<file path="config.mk">
export PLATFORM = sky130hd
export DESIGN_NAME = waypoint_route_sequencer
export DESIGN_NICKNAME = d
export VERILOG_FILES = /design/src/design/wrs_pkg.sv /design/src/design/wrs_cfg_regs.sv /design/src/design/wrs_step.sv /design/src/design/waypoint_route_sequencer.sv
export SDC_FILE = /design/constraint.sdc
export NUM_CORES = 1
export LEC_CHECK = 0
export BUFFER_PORTS_ARGS = -buffer_cell sky130_fd_sc_hd__buf_2
export CORE_MARGIN = 2
export CORE_UTILIZATION = 50
export CTS_CLUSTER_SIZE = 14
export DETAILED_ROUTE_END_ITERATION = 10
export GPL_ROUTABILITY_DRIVEN = 0
export PLACE_DENSITY = 0.73
export SYNTH_ARGS = -nofsm -noshare
export SYNTH_HDL_FRONTEND = slang
export SYNTH_SLANG_ARGS = --single-unit
</file>
<file path="constraint.sdc">
create_clock -name clk -period 5.1 [get_ports clk]
set_input_delay 0 -clock clk [delete_from_list [all_inputs] [get_ports clk]]
set_output_delay 0 -clock clk [all_outputs]
set_load 0.005 [all_outputs]
</file>
<file path="src/design/wrs_pkg.sv">
// types and constants of the waypoint route sequencer
package wrs_pkg;

    localparam logic [1:0] OP_TICK  = 2'd0;
    localparam logic [1:0] OP_HOME  = 2'd1;
    localparam logic [1:0] OP_ROUTE = 2'd2;
    localparam logic [1:0] OP_INIT  = 2'd3;

    localparam logic [1:0] MODE_HOME_AT_END  = 2'd0;
    localparam logic [1:0] MODE_LOOP         = 2'd1;
    localparam logic [1:0] MODE_PINGPONG_END = 2'd2;

    localparam logic [1:0] CFG_CAPTURE_RANGE  = 2'd0;
    localparam logic [1:0] CFG_ROUTE_MODE     = 2'd1;
    localparam logic [1:0] CFG_WAYPOINT_COUNT = 2'd2;
    localparam logic [1:0] CFG_UPLINK_MODE    = 2'd3;

    localparam logic [7:0] TARGET_HOME   = 8'hff;
    localparam logic [7:0] TARGET_UPLINK = 8'hfe;

    localparam int CFG_DATA_W = 24;

    typedef struct packed {
        logic [1:0]  operation;
        logic [23:0] distance;
        logic        uplink_switch;
    } in_word_t;

    typedef struct packed {
        logic [7:0] target_index;
        logic       homing;
        logic       reversed;
        logic       advanced;
    } out_word_t;

    typedef struct packed {
        logic [23:0] capture_range;
        logic [1:0]  route_mode;
        logic [6:0]  waypoint_count;
        logic        uplink_mode;
    } cfg_t;

    typedef struct packed {
        logic [7:0]  route_index;
        logic        go_home;
        logic        reverse;
        logic [23:0] last_distance;
    } route_state_t;

endpackage

</file>
<file path="src/design/wrs_cfg_regs.sv">
// configuration register file of the waypoint route sequencer
module wrs_cfg_regs (
    input  logic                            clk,
    input  logic                            rst_n,
    input  logic                            cfg_we,
    input  logic [1:0]                      cfg_index,
    input  logic [wrs_pkg::CFG_DATA_W-1:0]  cfg_data,
    output wrs_pkg::cfg_t                   cfg
);

    wrs_pkg::cfg_t cfg_reg;
    wrs_pkg::cfg_t cfg_next;

    always_comb
    begin
        cfg_next = cfg_reg;
        if (cfg_we)
        begin
            case (cfg_index)
                wrs_pkg::CFG_CAPTURE_RANGE:  cfg_next.capture_range  = cfg_data[23:0];
                wrs_pkg::CFG_ROUTE_MODE:     cfg_next.route_mode     = cfg_data[1:0];
                wrs_pkg::CFG_WAYPOINT_COUNT: cfg_next.waypoint_count = cfg_data[6:0];
                wrs_pkg::CFG_UPLINK_MODE:    cfg_next.uplink_mode    = cfg_data[0];
                default:                     cfg_next = cfg_reg;
            endcase
        end
    end

    always_ff @(posedge clk or negedge rst_n)
    begin
        if (!rst_n)
        begin
            cfg_reg <= '0;
        end
        else
        begin
            cfg_reg <= cfg_next;
        end
    end

    assign cfg = cfg_reg;

endmodule

</file>
<file path="src/design/wrs_step.sv">
// next route state and result word for one input word
module wrs_step #(
    parameter int MAX_WAYPOINTS = 64
) (
    input  wrs_pkg::in_word_t     in_word,
    input  wrs_pkg::cfg_t         cfg,
    input  wrs_pkg::route_state_t state,
    output wrs_pkg::route_state_t state_next,
    output wrs_pkg::out_word_t    result
);

    localparam logic [7:0] MAX_COUNT = 8'(MAX_WAYPOINTS);

    logic [7:0]        eff_count;
    logic signed [9:0] idx_s;
    logic signed [9:0] last_s;
    logic              at_last;
    logic              captured;

    always_comb
    begin
        if ({1'b0, cfg.waypoint_count} > MAX_COUNT)
            eff_count = MAX_COUNT;
        else
            eff_count = {1'b0, cfg.waypoint_count};
        idx_s    = signed'({2'b00, state.route_index});
        last_s   = signed'({2'b00, eff_count}) - 10'sd1;
        // an empty route gives last = -1, so every index counts as the last
        at_last  = (idx_s >= last_s);
        captured = (in_word.distance < cfg.capture_range) &&
                   (state.last_distance < in_word.distance);
    end

    always_comb
    begin
        state_next = state;
        case (in_word.operation)
            wrs_pkg::OP_TICK:
            begin
                if (!state.go_home)
                begin
                    if (captured)
                    begin
                        if (!state.reverse)
                        begin
                            if (at_last)
                            begin
                                case (cfg.route_mode)
                                    wrs_pkg::MODE_HOME_AT_END:
                                        state_next.route_index = wrs_pkg::TARGET_HOME;
                                    wrs_pkg::MODE_LOOP:
                                        state_next.route_index = 8'd0;
                                    default:
                                    begin
                                        state_next.reverse = 1'b1;
                                        if (state.route_index != 8'd0)
                                            state_next.route_index = state.route_index - 8'd1;
                                    end
                                endcase
                            end
                            else
                            begin
                                state_next.route_index = state.route_index + 8'd1;
                            end
                        end
                        else if (state.route_index == 8'd0)
                        begin
                            if (cfg.route_mode == wrs_pkg::MODE_PINGPONG_END)
                            begin
                                state_next.route_index = wrs_pkg::TARGET_HOME;
                            end
                            else
                            begin
                                state_next.reverse = 1'b0;
                                if (!at_last)
                                    state_next.route_index = 8'd1;
                            end
                        end
                        else
                        begin
                            state_next.route_index = state.route_index - 8'd1;
                        end
                    end
                    state_next.last_distance = in_word.distance;
                end
            end
            wrs_pkg::OP_HOME:  state_next.go_home = 1'b1;
            wrs_pkg::OP_ROUTE: state_next.go_home = 1'b0;
            default:
            begin
                state_next.route_index = 8'd0;
                state_next.go_home     = 1'b1;
                state_next.reverse     = 1'b0;
            end
        endcase
    end

    always_comb
    begin
        if (cfg.uplink_mode && in_word.uplink_switch)
            result.target_index = wrs_pkg::TARGET_UPLINK;
        else if (state_next.go_home || (state_next.route_index >= eff_count))
            result.target_index = wrs_pkg::TARGET_HOME;
        else
            result.target_index = state_next.route_index;
        result.homing   = state_next.go_home;
        result.reversed = state_next.reverse;
        result.advanced = (state_next.route_index != state.route_index);
    end

endmodule

</file>
<file path="src/design/waypoint_route_sequencer.sv">
// waypoint route sequencer: top level with input and result registers
//
// in channel (in_valid, in_ready, in_data) takes one word per item: a tick with
// the distance to the current waypoint, go home, do route or initialise.
// out channel (out_valid, out_ready, out_data) gives exactly one result word
// per input word: target index (254 uplink, 255 home), homing, reversed, and
// whether the waypoint index moved.
// configuration is written through cfg_we / cfg_index / cfg_data, one register
// per cycle; the user must write only while no word is in flight, unenforced.
// a word moves from the input register into the result register; out_valid rises
// as it does; one word is accepted every cycle, limited only by out_ready.
// the route state update is a single compare-and-select pass between the
// input register and the result register.
// reset clears the route state (index 0, not homing, forward, last distance
// 0), the configuration and both valid flags.
// when the receiver stalls the result word holds; the input register takes
// one more word and then in_ready drops until the result is taken.
module waypoint_route_sequencer #(
    parameter int MAX_WAYPOINTS = 64
) (
    input  logic                            clk,
    input  logic                            rst_n,
    input  logic                            in_valid,
    output logic                            in_ready,
    input  wrs_pkg::in_word_t               in_data,
    output logic                            out_valid,
    input  logic                            out_ready,
    output wrs_pkg::out_word_t              out_data,
    input  logic                            cfg_we,
    input  logic [1:0]                      cfg_index,
    input  logic [wrs_pkg::CFG_DATA_W-1:0]  cfg_data
);

    wrs_pkg::cfg_t         cfg;
    wrs_pkg::in_word_t     in_word_reg;
    logic                  in_valid_reg;
    wrs_pkg::out_word_t    out_word_reg;
    logic                  out_valid_reg;
    wrs_pkg::route_state_t state_reg;
    wrs_pkg::route_state_t state_next;
    wrs_pkg::out_word_t    result;
    logic                  advance;

    wrs_cfg_regs u_cfg_regs (
        .clk       (clk),
        .rst_n     (rst_n),
        .cfg_we    (cfg_we),
        .cfg_index (cfg_index),
        .cfg_data  (cfg_data),
        .cfg       (cfg)
    );

    wrs_step #(
        .MAX_WAYPOINTS (MAX_WAYPOINTS)
    ) u_step (
        .in_word    (in_word_reg),
        .cfg        (cfg),
        .state      (state_reg),
        .state_next (state_next),
        .result     (result)
    );

    // result register free or being emptied this cycle
    assign advance  = !out_valid_reg || out_ready;
    assign in_ready = !in_valid_reg || advance;

    always_ff @(posedge clk or negedge rst_n)
    begin
        if (!rst_n)
        begin
            in_valid_reg  <= 1'b0;
            out_valid_reg <= 1'b0;
            state_reg     <= '0;
        end
        else
        begin
            if (in_ready)
                in_valid_reg <= in_valid;
            if (advance)
                out_valid_reg <= in_valid_reg;
            if (advance && in_valid_reg)
                state_reg <= state_next;
        end
    end

    always_ff @(posedge clk)
    begin
        if (in_ready && in_valid)
            in_word_reg <= in_data;
        if (advance && in_valid_reg)
            out_word_reg <= result;
    end

    assign out_valid = out_valid_reg;
    assign out_data  = out_word_reg;

endmodule

</file>
# ---- After elaboration in Yosys (flattened, before gate mapping)
# Index checks and enable logic that the tools add are counted.
dict set report word_totals {
  elab_cells 78
  regBits 108
  output_inout_bits 13
  input_bits 58
}
dict set report op_classes {
  magnitude_cmp 5
  n_addsub 3
  reduce_logical 22
  muxes 21
  bitwise 1
  n_eq_ne 8
}
# op n
set ops {}
lappend ops {{$mux 8} 8}
lappend ops {{$lt 24x24->1} 2}
lappend ops {{$pmux 8 s2} 2}
lappend ops {{$mux 25} 1}
lappend ops {{$ge 9x10->1} 1}
lappend ops {{$add 8x1->8 const B} 1}
lappend ops {{$eq 2x2->1 const B} 4}
lappend ops {{$ge 8x7->1} 1}
lappend ops {{$logic_not 8->1} 1}
lappend ops {{$ne 8x8->1} 1}
lappend ops {{$reduce_and 2->1} 4}
lappend ops {{$reduce_bool 8->1} 1}
lappend ops {{$sub 7x1->8 const B} 1}
lappend ops {{$sub 8x1->8 const B} 1}
lappend ops {{$gt 7x7->1 const B} 1}
lappend ops {{$mux 1} 7}
lappend ops {{$mux 7} 1}
lappend ops {{$eq 2x1->1 const B} 3}
lappend ops {{$logic_not 2->1} 3}
lappend ops {{$reduce_or 2->1} 3}
lappend ops {{$logic_and 1x1->1} 4}
lappend ops {{$pmux 1 s2} 2}
lappend ops {{$logic_or 1x1->1} 3}
lappend ops {{$reduce_and 3->1} 1}
lappend ops {{2 further kinds} 3}

# ---- Depth between registers and ports, before layout
# Gate-level depths: netlist (run 1).
dict set report logic_depth {
  word_depth 14
  ltp_mapped 23
  ltp_nobuf 23
}

# ---- By module
# A second synthesis (run 1) with hierarchy kept.
dict set report unflattened {
  cells_unflattened 675
  hier_area_um2 7060.5
}
# module cells_each seq_area_each_um2 instances area_per_inst_um2
set modules_own_cells {}
lappend modules_own_cells {wrs_step 483 0.0 1 3143.0}
lappend modules_own_cells {waypoint_route_sequencer 118 2042.0 1 2622.5}
lappend modules_own_cells {wrs_cfg_regs 74 850.8 1 1295.0}

# ---- Least setup slack after synthesis (run 1)
# OpenSTA, ideal clock, no wires.
dict set report synth_timing {
  kind {reg-to-reg}
  startpoint {reg u_cfg_regs.cfg_reg (netlist bit u_cfg_regs.cfg[1])}
  endpoint {reg out_word_reg (netlist bit out_data[7]), data pin}
  stages_incl_launch_ff 23
  period_less_slack_ns 5.024
  arrival_ns 4.741
  path_buffers 1
  required_ns 4.818
  setup_time_ns 0.282
  setup_slack_ns 0.076
  cell_sequence {dfrtp_1 -> nor3_1 -> nand2_1 -> xnor2_1 -> nor2_1 -> ha_1 -> a211o_1 -> a221oi_1 -> o21ai_2 -> clkbuf_1 -> a31oi_1 -> a221oi_1 -> or3_1 -> and2_1 -> ha_1 -> nand2b_1 -> a21o_1 -> a21o_1 -> a21o_1 -> a21oi_1 -> o21ai_0 -> a2111oi_4 -> o2111ai_1}
}
dict set report synth_between {
  elab_chain_cells 14
  word_cells_on_any_way 15
  classes_between {add/sub (1); order compare (3); mux (9); reduce/logical (2)}
}
# element line_no
set synth_lines {}
lappend synth_lines {{from (decl)} wrs_cfg_regs.sv:11} ;# wrs_pkg::cfg_t cfg_reg;
lappend synth_lines {{from (signal assigned)} wrs_cfg_regs.sv:37} ;# cfg_reg <= cfg_next;
lappend synth_lines {{$gt 7x7->1} wrs_step.sv:22} ;# if ({1'b0, cfg.waypoint_count} > MAX_COUNT)
lappend synth_lines {{$mux 7 *} wrs_step.sv:22}
lappend synth_lines {{$sub 7x1->8} wrs_step.sv:27} ;# last_s = signed'({2'b00, eff_count}) - 10'sd1;
lappend synth_lines {{$ge 9x10->1} wrs_step.sv:29} ;# at_last = (idx_s >= last_s);
lappend synth_lines {{$mux 8} wrs_step.sv:75} ;# if (!at_last)
lappend synth_lines {{$mux 8} wrs_step.sv:68} ;# if (cfg.route_mode == wrs_pkg::MODE_PINGPONG_END)
lappend synth_lines {{$mux 8} wrs_step.sv:66} ;# else if (state.route_index == 8'd0)
lappend synth_lines {{$mux 8} wrs_step.sv:44} ;# if (!state.reverse)
lappend synth_lines {{$mux 8} wrs_step.sv:42} ;# if (captured)
lappend synth_lines {{$mux 8} wrs_step.sv:40} ;# if (!state.go_home)
lappend synth_lines {{$pmux 8 s2} wrs_step.sv:37} ;# case (in_word.operation)
lappend synth_lines {{$ge 8x7->1} wrs_step.sv:102} ;# else if (state_next.go_home || (state_next.route_index >= eff_count))
lappend synth_lines {{$logic_or 1x1->1} wrs_step.sv:102}
lappend synth_lines {{$reduce_or 2->1 (no line)} -}
lappend synth_lines {{to (signal assigned)} waypoint_route_sequencer.sv:91} ;# out_word_reg <= result;
lappend synth_lines {{to (decl)} waypoint_route_sequencer.sv:37} ;# wrs_pkg::out_word_t out_word_reg;
# Every way passes the cells marked *; elsewhere a longest branch is shown, timed or not.
# A chain may end at the register's enable or synchronous reset.

# ---- Worst setup path after layout (run 1)
dict set report layout_timing {
  startpoint {reg u_cfg_regs.cfg_reg (netlist bit u_cfg_regs.cfg[2])}
  endpoint {reg out_word_reg (netlist bit out_data[9]), data pin}
}
# The elaborated chain is that of the path after synthesis.

==> impl_results.md, run 1 <==
- Min Clock Period, post-route: 4.934 ns
- Vias in the first global route: 5652
- Clock Sinks: 108
- Share of cells above drive strength 1: 0.1794
- Outcome: finished, final reports clean
- Synthesized area per cell: 9.697 µm²
- Drc violations: 0
- Average wire per standard cell: 16.69 µm
- Leakage: 0.003723 µW
- Post-synth EDFFs: 38
- Post-Route WL: 16.45 mm
- CTS Root Cell: clkbuf_16
- Layout area overhead: 24.59%
- Startpoint types: flop
- Die Area: 13900 µm²
- Async S/R FF share, synth: 0.6481
- Via Count: 5603
- Pint: 1948 µW
- Slew Viols, Final: 0
- Final Hold Vio Count: 0
- Port Buffers: 70
- Sw frac: 0.3524
- Worst vdd ir: 0.0002161 V
- Hold Path Class: input pin to flop
- Crit path kind: flop to flop
- Yosys reg bits: 108
- Die Height: 117.9 µm
- TNS Setup: 0 ns
- Yosys warns: 0
- DPL Wire Length: 11.25 mm
- Clk pwr share: 0.239
- Worst-path clk slew: 0.07 ns
- Gate power share: 0.366
- Routed vias/inst: 5.683
- R2r endpoint: out_data[9]$_SDFFCE_PP1P_
- Worst R2R Setup Slack: 0.17 ns
- Ranking of synthesized cells by area: dfrtp_1 (27%), edfxtp_1 (18%), ha_1 (13%)
- M1 WL: 6.457 mm
- Worst hold stages: 3
- Cell area after synthesis: 6487 µm²
- # nets final: 934
- Distinct cells, synth: 65
- Antenna-violating nets left: 0
- Final core utilization: 0.6405
- Post-synthesis cell count: 669
- Sequential share of power: 0.395
- Post-Syn Nets: 794
- Die W: 117.9 µm
- Met3 wire len: 1.102 mm
- Seq/Total Area, Yosys: 0.4459
- Achievable Freq: 202.7 MHz
- First-iteration detailed-routing DRC count: 394
- Most frequent cells in the layout: nand2_1 (91), o21ai_0 (72), dfrtp_1 (70), buf_2 (70), ha_1 (66)
- Largest net degree at the start of global routing: 71
- Hold Path Sink: u_cfg_regs.cfg[0]$_DFFE_PN0P_
- Setup Skew: 0.006955 ns
- GRT Util Overall: 0.2396
- Worst EP arrival: 5.04 ns
- Hold Startpoint: cfg_index[1]
- CTS buffer count: 9
- CTS tree: done
- Part of the cycle the worst path needs: 0.9675
- Core area: 12620 µm²
- I/O Pins: 71
- Yosys top cell area share: 0.2700
- Net switching power: 1060 µW
- CTS H-Tree Depth: 3
- Top layer in use: met4
- Power per Cell Area: 372.1 nW/µm²
- Initial Util: 0.5141
- Worst slew pin tran: 0.9329 ns
- WP data required: 5.21 ns
- Met2 wire len: 8.241 mm
- Largest area contributor in the netlist: dfrtp_1
- 1st-pass router iterations: 5
- Antenna Cells: 0
- Clock Tree Buf Depth: 2
- CP Max Fanout: 5
- Ys flop type: dfrtp_1
- Total grt overflow: 0
- Crit path capture type: flop
- Maxcap violations: 0
- Num rows: 41
- Worst R2R Start: u_cfg_regs.cfg[2]$_DFFE_PN0P_
- Reg2reg path depth: 22
- First-pass GRT wire length: 26.73 mm
- Initial antenna violation count: 0
- Setup violations, final: 0
- Clock insertion delay at the later pin of the skew report: 0.35 ns
- Commonest non-fill, non-tap cell in the layout: nand2_1
- Relative slew slack: 0.3781
## cell usage after synthesis (5+ instances only)
library cell / number
ha_1: 67
mux2_2: 15
clkbuf_1: 18
nand3_1: 10
xor2_1: 5
nor3_1: 8
a21oi_1: 33
a21o_1: 12
nand4_1: 9
nor2_1: 21
nand2_1: 91
nand2b_1: 14
nor4_1: 5
edfxtp_1: 38
dfrtp_1: 70
o21a_1: 8
o2bb2ai_1: 5
o21ai_0: 73
a31oi_1: 12
inv_1: 62
xnor2_1: 5
## cell families (layout without fill, tap and decap cells)
kind of cell | after synthesis | count (layout) | synth area share
mux | 19 | 19 | 0.03221
simple gates | 191 | 191 | 0.1435
flops | 108 | 108 | 0.4459
xor+xnor | 10 | 10 | 0.01350
fa+ha+maj | 67 | 67 | 0.1292
buf+inv | 88 | 233 | 0.05149
compound gates | 186 | 186 | 0.1842
## area by class of cell
type | count | area [µm²]
sequential | 108 | 2893
clock buffer | 13 | 260.3
tap | 172 | 215.2
multi-input combinational | 473 | 3321
timing repair buffer | 153 | 1111
clock inverter | 3 | 42.54
inverter | 64 | 240.2
fill | 1004 | 4537
## per-layer routing
metal  track usage  vias to the layer above
met3       0.03876                       66
met1        0.2788                     2607
met5             0                        -
met4        0.1160                        0
li1              -                     2684
met2        0.4281                      246
## timing repair
item | 4_1_cts | 5_1_grt
hold buffers | 55 | 0
setup endpoints to repair | 7 | 8
setup buffers | 1 | 2
cloned | 0 | 0
gates resized for setup | 2 | 10
pin swaps | 1 | 5
endpoints found under the hold margin | 133 | 0
## critical path: stages, from the launching register on
cell and delay (ns):
dfrtp_1 0.40, nor3_2 0.23, nand2_1 0.12, xnor2_2 0.16, nor2_1 0.13, ha_1 0.27
a211o_1 0.31, a221oi_2 0.32, o21ai_2 0.12, a31oi_1 0.23, a221oi_2 0.07, or3_1 0.43
and2_1 0.16, ha_1 0.28, nand2b_1 0.14, a21o_1 0.17, a21o_1 0.17, a21o_1 0.17
a21oi_1 0.14, o21ai_1 0.13, a2111oi_4 0.28, buf_4 0.20, nand2b_1 0.07
## how the worst max path moves through the flow
stage                                              from                   endpoint  slack [ns]
final                     u_cfg_regs.cfg[2]$_DFFE_PN0P_  out_data[9]$_SDFFCE_PP1P_        0.17
after global routing      u_cfg_regs.cfg[7]$_DFFE_PN0P_  out_data[9]$_SDFFCE_PP1P_       -0.03
after CTS                 u_cfg_regs.cfg[7]$_DFFE_PN0P_  out_data[9]$_SDFFCE_PP1P_        0.06
after detailed placement  u_cfg_regs.cfg[1]$_DFFE_PN0P_  out_data[9]$_SDFFCE_PP1P_       -0.04
after global placement    u_cfg_regs.cfg[1]$_DFFE_PN0P_  out_data[8]$_SDFFCE_PP1P_        0.20
after floorplan           u_cfg_regs.cfg[1]$_DFFE_PN0P_  out_data[7]$_SDFFCE_PP1P_        0.08
## power groups by stage
stage,logic (µW),clock network (µW),registers (µW)
after floorplan,735,0,1150
after global placement,956,0,1190
after detailed placement,997,0,1200
after CTS,1050,730,1180
after global routing,1220,767,1210
final,1100,719,1190
## per-stage QoR
| step | instances | setup WS [ns] | power, µW | instance area, µm² | hold slack (ns) |
|---|---|---|---|---|---|
| after floorplan | 669 | 0.07610 | 1882 | 6487 | -0.2956 |
| after detailed placement | 912 | -0.04344 | 2193 | 7152 | 0.1781 |
| after CTS | 984 | 0.06035 | 2959 | 8025 | 0.04352 |
| final | 986 | 0.1655 | 3008 | 8083 | 0.05929 |
| after global routing | 986 | -0.03080 | 3191 | 8083 | 0.06176 |
| after global placement | 912 | 0.2005 | 2143 | 7152 | 0.1765 |
Note: power is estimated with default switching activity, not from simulation.
==> run 2, diff against run 1 <==
Settings changed: PLACE_DENSITY 0.73 to 0.7, SYNTH_HIERARCHICAL set to 1.
Clock period 5.1 ns to 5 ns, I/O delays scaled along.
==> run 2 against run 1 <==
Effect of this change: the run now ends with negative setup slack left; worst hold slack worse by 0.020 ns; global-route usage grew 1.1 points; critical endpoint is now out_data[6]$_DFFE_PP_; via count increased by 4.1%.
==> impl_results.md, run 2 <==
- Yosys reg bits: 108 (unchanged)
- First-iteration detailed-routing DRC count: 408 (+3.6%)
- Worst setup margin: -0.06788 ns (-0.2334 ns)
- Leakage: 0.004153 µW (+12%)
- Total grt overflow: 0 (unchanged)
- Die Height: 122.8 µm (+4.2%)
- Antenna Cells: 0 (unchanged)
- Outcome: finished, violations left
- WP data required: 5.10 ns (-0.11 ns)
- Average wire per standard cell: 18.10 µm (+8.5%)
- CTS H-Tree Depth: 3 (unchanged)
- Final Hold Vio Count: 0 (unchanged)
- Distinct cells, synth: 68 (+4.6%)
- Cell area after layout: 8861 µm² (+9.6%)
- Setup Skew: 0.01198 ns (+0.005021 ns)
- Worst EP arrival: 5.17 ns (+0.13 ns)
- Ys flop type: dfrtp_1
- Largest area contributor in the netlist: dfrtp_1
- Final core utilization: 0.6408 (about the same)
- Hold Path Class: input pin to flop
- CTS Root Cell: clkbuf_16
- Most frequent cells in the layout: dfrtp_1 (70), buf_2 (70), ha_1 (67)
- DPL Wire Length: 12.76 mm (+13%)
- Crit path kind: flop to flop
- Post-synth EDFFs: 38 (unchanged)
- Vias in the first global route: 5972 (+5.7%)
- Inst Count DP: 937 (+2.7%)
- Setup violations, final: 6 (+6)
- # nets final: 961 (+2.9%)
- Antenna-violating nets left: 0 (unchanged)
- Clock Tree Buf Depth: 2 (unchanged)
- Routed vias/inst: 5.726 (+0.77%)
- Met3 usage: 0.04414 (+0.005385)
- Worst-path clk slew: 0.08 ns (about the same)
- Routing usage on met1: 0.3153 (+0.03646)
- Crit path capture type: flop
- Fill cells: 1094 (+9.0%)
- Placement Cell Area: 7864 µm² (+10%)
- Slowest CP cell: dfrtp_1
- Power per Cell Area: 351.7 nW/µm² (-5.5%)
- I/O Pins: 71 (unchanged)
- Min Clock Period, post-route: 5.068 ns (+0.1334 ns)
- GRT Util Overall: 0.2505 (+0.01094)
- Achievable Freq: 197.3 MHz (-2.6%)
- Core area: 13830 µm² (+9.6%)
- CTS buffer count: 9 (unchanged)
- Largest net degree at the start of global routing: 71 (unchanged)
- Die W: 122.8 µm (+4.2%)
- Post-Route WL: 18.44 mm (+12%)
- Die Area: 15090 µm² (+8.5%)
- Startpoint types: flop
- Part of the cycle the worst path needs: 1.014 (+0.04603)
- Drc violations: 0 (unchanged)
- Top-count cell post-synth: dfrtp_1
- Synthesized area per cell: 10.46 µm² (+7.9%)
- Critical Path, Cell by Cell: or3_4 -> buf_6 -> xnor2_2 -> nor2_1 -> ha_1 -> nand4_1 -> a211o_1 -> a31oi_4 -> or3_4 -> a21oi_2 -> o21a_1 -> a211o_1 -> a21oi_2 -> inv_1 -> ha_1 -> nand2b_4 -> a21o_1 -> a21o_1 -> a21o_1 -> a21o_1 -> a21oi_2 -> o32a_1 -> o2111ai_4 -> or2_4
- Most used routing layer: met2
- Share of cells above drive strength 1: 0.2980 (+0.1186)
- Finished Layout Cells: 1019 (+3.3%)
- Worst slew pin tran: 0.9353 ns (+0.002452 ns)
- Num rows: 43 (+4.9%)
- Slew Viols, Final: 0 (unchanged)
- CP Buf/Inv Count: 2 (+1)
- Most used cell along the critical path: a21o_1
- Ranking of synthesized cells by area: dfrtp_1 (25%), edfxtp_1 (16%), ha_1 (12%)
- Post-synth top cells: dfrtp_1 (70), ha_1 (69), inv_1 (62)
- Max incr delay on CP: 0.41 ns (-0.02 ns)
- Clock insertion delay at the later pin of the skew report: 0.35 ns (about the same)
- Clock Sinks: 108 (unchanged)
- Yosys warns: 6 (+6)
- RSZ-0062 raised after global routing: yes
- Met2 Usage GRT: 0.4351 (+0.007031)
- Maxcap violations: 0 (unchanged)
- Seq/Total Area, Yosys: 0.4097 (-0.03619)
- Async S/R FF share, synth: 0.6481 (unchanged)
- First-pass GRT wire length: 29.08 mm (+8.8%)
- Post-synthesis cell count: 675 (+0.90%)
- Relative slew slack: 0.3764 (-0.001635)
- Violations in the final reports: negative setup slack
- CP Max Fanout: 7 (+2)
- Post-Syn Nets: 802 (+1.0%)
- 1st-pass router iterations: 5 (unchanged)
- Initial antenna violation count: 0 (unchanged)
- Layout area overhead: 25.50%
- Via Count: 5835 (+4.1%)
- Cell area after synthesis: 7061 µm² (+8.8%)
- CTS tree: done
- Worst vdd ir: 0.0002444 V (+13%)
- Yosys top cell area share: 0.2481 (-0.02191)
- Initial Util: 0.5106 (-0.003446)
- Port Buffers: 70 (unchanged)
- Top Family by Delay on Critical Path: compound AO/OA/AOI/OAI gates
[run 2: cell types whose count changed in the layout (fill, tap and decap cells not counted), moves of 11 or more]
cell	previous run	this run
nand2_1	91	55
mux2_4	0	29
o21ai_0	72	45
mux2_2	15	39
buf_4	28	51
a31oi_1	12	1
[run 2: final timing paths]
check,startpoint,endpoint,slack (ns),depth (start not counted)
max,u_cfg_regs/cfg[2]$_DFFE_PN0P_,out_data[6]$_DFFE_PP_,-0.07,24
min,cfg_we,u_cfg_regs/cfg[0]$_DFFE_PN0P_,0.04,3
max reg2reg,u_cfg_regs/cfg[2]$_DFFE_PN0P_,out_data[6]$_DFFE_PP_,-0.07,24
min reg2reg,u_cfg_regs/cfg[19]$_DFFE_PN0P_,u_cfg_regs/cfg[19]$_DFFE_PN0P_,0.51,1
max in group asynchronous,rst_n,state_reg[4]$_DFFE_PN0P_,3.98,3
min in group asynchronous,rst_n,u_cfg_regs/cfg[18]$_DFFE_PN0P_,0.39,3
[run 2: metal layers]
layer  vias up  routed length [µm]
met4         0                 431
met2       204                9257
met5         -                   0
li1       2746                   -
met3        33                 973
met1      2852                7777
[run 2: what timing repair did]
item                       4_1_cts  5_1_grt
setup endpoints to repair        6        8
pin swaps                       21       22
hold endpoints to repair       133        0
hold buffers                    55        0
gates resized for setup         13        4
buffers inserted                 7        4
[run 2: cell type report]
cell class	count	area, µm²	share of cell area
repair buffers	177	1295	0.1461
inverters	62	232.7	0.02626
well taps	180	225.2	0.02542
clock inverters	6	45.04	0.005083
clock buffers	10	239.0	0.02697
flip-flops and latches	108	2893	0.3265
multi-input cells	476	3931	0.4437
[run 2: through the flow]
step           hold WS [ns]  TNS [ns]  power, µW  setup slack [ns]
2_1_floorplan       -0.2956         0       2019          0.004012
3_3_place_gp         0.1768         0       2269          0.007907
3_5_place_dp         0.1781   -0.9935       2341           -0.1807
4_1_cts             0.03763   -0.1336       3100          -0.03968
5_1_grt             0.06044    -1.798       3312           -0.2824
6_report            0.03955   -0.3438       3117          -0.06788
[run 2: tightest hold or removal path: stages]
cell and delay, ns:
buf_2 0.12, nand3_1 0.09, mux2_2 0.16
[run 2: cells by family after synthesis]
| kind of cell | Yosys count | synth area share |
|---|---|---|
| AOI/OAI and AO/OA | 145 | 0.1322 |
| buffers and inverters | 91 | 0.05600 |
| muxes | 72 | 0.1297 |
| xor gates and xnor gates | 13 | 0.01613 |
| adders and majority gates | 69 | 0.1223 |
| DFF | 108 | 0.4097 |
| and+or+nand+nor | 177 | 0.1340 |
[run 2: power breakdown]
| part | internal [µW] | switching, µW | total (µW) |
|---|---|---|---|
| clock network | 357 | 334 | 691 |
| registers | 1100 | 143 | 1250 |
| logic | 609 | 569 | 1180 |
==> run 3, diff against run 2 <==
Settings changed: PLACE_DENSITY 0.7 to 0.66.
==> run 3 against run 2 <==
Effect of this change: the run still ends with negative setup slack left; largest power group unchanged; critical path type unchanged; sequential power about the same; clock skew about the same; power up 0.75%; flip-flop and latch count unchanged; count of clock-buffer cells in the layout down 1; setup slack worse by 0.12 ns; register-to-register slack worse by 0.12 ns.
==> impl_results.md, run 3 (synthesized netlist as in run 2, its figures left out) <==
- CTS tree: done
- Die W: 122.8 µm (unchanged)
- Worst EP arrival: 5.28 ns (+0.11 ns)
- Worst-path clk slew: 0.08 ns (about the same)
- Hold Path Sink: u_cfg_regs/cfg[0]$_DFFE_PN0P_
- Part of the cycle the worst path needs: 1.037 (+0.02326)
- Final Hold Vio Count: 0 (unchanged)
- Die Height: 122.8 µm (unchanged)
- Clock Tree Buf Depth: 2 (unchanged)
- Top layer in use: met4
- RSZ-0062 raised after global routing: yes
- Average wire per standard cell: 17.20 µm (-5.0%)
- DP Worst Slack: -0.1174 ns (+0.06333 ns)
- Share of cells above drive strength 1: 0.3060 (+0.007979)
- Worst setup margin: -0.1842 ns (-0.1163 ns)
- TNS Setup: -1.104 ns (-0.7603 ns)
- Met3 wire len: 964 µm (-0.92%)
- Num rows: 43 (unchanged)
- Total grt overflow: 0 (unchanged)
- Initial Util: 0.5106 (unchanged)
- WHS: 0.04824 ns (+0.008685 ns)
- CTS H-Tree Depth: 3 (unchanged)
- Min Clock Period, post-route: 5.184 ns (+0.1163 ns)
- Vias in the first global route: 5611 (-6.0%)
- Crit path capture type: flop
- Maxcap violations: 0 (unchanged)
- Die Area: 15090 µm² (unchanged)
- CTS buffer count: 9 (unchanged)
- Via Count: 5669 (-2.8%)
- Max incr delay on CP: 0.56 ns (+0.15 ns)
- Antenna-violating nets left: 0 (unchanged)
- 1st-pass router iterations: 5 (unchanged)
- Outcome: finished, violations left
- First-pass GRT wire length: 28.03 mm (-3.6%)
- Core area: 13830 µm² (unchanged)
- Worst R2R Setup Slack: -0.18 ns (-0.12 ns)
- Antenna Cells: 0 (unchanged)
- Slowest CP cell: or4_4
- Relative slew slack: 0.4753 (+0.09888)
- First-iteration detailed-routing DRC count: 311 (-24%)
- Met2 wire len: 8.266 mm (-11%)
- Leakage: 0.004158 µW (+0.11%)
- Violations in the final reports: negative setup slack
- Layout area overhead: 26.07%
- DPL Wire Length: 12.41 mm (-2.7%)
- Critical Path, Cell by Cell: or4_4 -> nor2_1 -> mux2i_1 -> ha_1 -> nand3_1 -> and2_4 -> nor4b_4 -> or3_4 -> a21oi_2 -> o21a_1 -> a211o_1 -> a21oi_2 -> inv_1 -> ha_1 -> nand2b_4 -> a21o_1 -> a21o_1 -> a21o_1 -> a21o_1 -> a21oi_2 -> o32a_1 -> o2111ai_4 -> or2_4
- Clock insertion delay at the later pin of the skew report: 0.35 ns (about the same)
- M1 WL: 8.079 mm (+3.9%)
- Achievable Freq: 192.9 MHz (-2.2%)
- Crit path kind: flop to flop
- Slew Viols, Final: 0 (unchanged)
- Finished Layout Cells: 1020 (+0.098%)
- Largest net degree at the start of global routing: 51 (-28%)
- Inst Count DP: 938 (+0.11%)
- Setup violations, final: 7 (+1)
- Most used cell along the critical path: a21o_1
- R2r endpoint: out_data[7]$_DFFE_PP_
- Post-Route WL: 17.54 mm (-4.9%)
- Startpoint types: flop
- Worst slew pin tran: 0.7772 ns (-0.1582 ns)
- Initial antenna violation count: 0 (unchanged)
- Drc violations: 0 (unchanged)
- CP Max Fanout: 7 (unchanged)
- Worst hold stages: 3 (unchanged)
- Clock Sinks: 108 (unchanged)
- GRT Util Overall: 0.2396 (-0.01089)
- # nets final: 962 (+0.10%)
- I/O Pins: 71 (unchanged)
- Reg2reg path depth: 23 (-4.2%)
- Worst vdd ir: 0.0002231 V (-8.7%)
- Most frequent cells in the layout: dfrtp_1 (70), buf_2 (70), ha_1 (67)
- Port Buffers: 70 (unchanged)
- Worst R2R Start: u_cfg_regs/cfg[6]$_DFFE_PN0P_
- Power per Cell Area: 352.8 nW/µm² (+0.30%)
- Routed vias/inst: 5.558 (-2.9%)
- Setup Skew: 0.01185 ns (-0.0001212 ns)
- Hold Startpoint: cfg_we
- Hold Path Class: input pin to flop
- CTS Root Cell: clkbuf_16
- WP data required: 5.10 ns (about the same)
-- run 3: power breakdown --
group	switching, µW	internal [µW]	total (µW)
logic	571	624	1200
registers	140	1100	1250
clock network	348	351	700
-- run 3: cell type report --
class | count | area, µm²
fillers | 1036 | 4926
multi-input cells | 476 | 3950
flip-flops and latches | 108 | 2893
repair buffers | 178 | 1303
inverters | 62 | 232.7
clock buffers | 9 | 225.2
well taps | 180 | 225.2
clock inverters | 7 | 72.57
-- run 3: through the flow --
stage | util | power, µW | cell area (µm²)
floorplan | - | 2019 | 7143
global placement | 0.5693 | 2286 | 7871
detailed placement | 0.5693 | 2339 | 7871
CTS | 0.6355 | 3094 | 8787
global route | 0.6437 | 3338 | 8901
finish | 0.6437 | 3140 | 8901
-- run 3: how the worst max path moves through the flow --
stage                             startpoint               endpoint  cells past startpoint
5_1_grt        u_cfg_regs/cfg[1]$_DFFE_PN0P_  out_data[5]$_DFFE_PP_                     24
3_5_place_dp   u_cfg_regs/cfg[7]$_DFFE_PN0P_  out_data[5]$_DFFE_PP_                     25
2_1_floorplan  u_cfg_regs/cfg[4]$_DFFE_PN0P_  out_data[5]$_DFFE_PP_                     23
3_3_place_gp   u_cfg_regs/cfg[5]$_DFFE_PN0P_  out_data[5]$_DFFE_PP_                     22
6_report       u_cfg_regs/cfg[6]$_DFFE_PN0P_  out_data[7]$_DFFE_PP_                     23
4_1_cts        u_cfg_regs/cfg[1]$_DFFE_PN0P_  out_data[4]$_DFFE_PP_                     25
-- run 3: worst max-delay path, delay by kind of cell (launching register included) --
family	cells	cell delay [ns]
AOI/OAI and AO/OA	11	1.85
muxes	1	0.11
adders and majority gates	2	0.64
and+or+nand+nor	8	1.88
DFF	1	0.39
buffers and inverters	1	0.06
-- run 3: routing by layer --
metal / up-vias / GRT usage
li1: 2747 / -
met1: 2715 / 0.3389
met2: 182 / 0.3864
met3: 25 / 0.04182
met4: 0 / 0.05029
met5: - / 0
-- run 3: repair_timing --
item	4_1_cts	5_1_grt
pin swaps	12	26
endpoints found under the hold margin	83	0
setup buffers	3	8
gates resized for setup	11	13
hold buffers	55	0
endpoints found under the setup margin	6	8
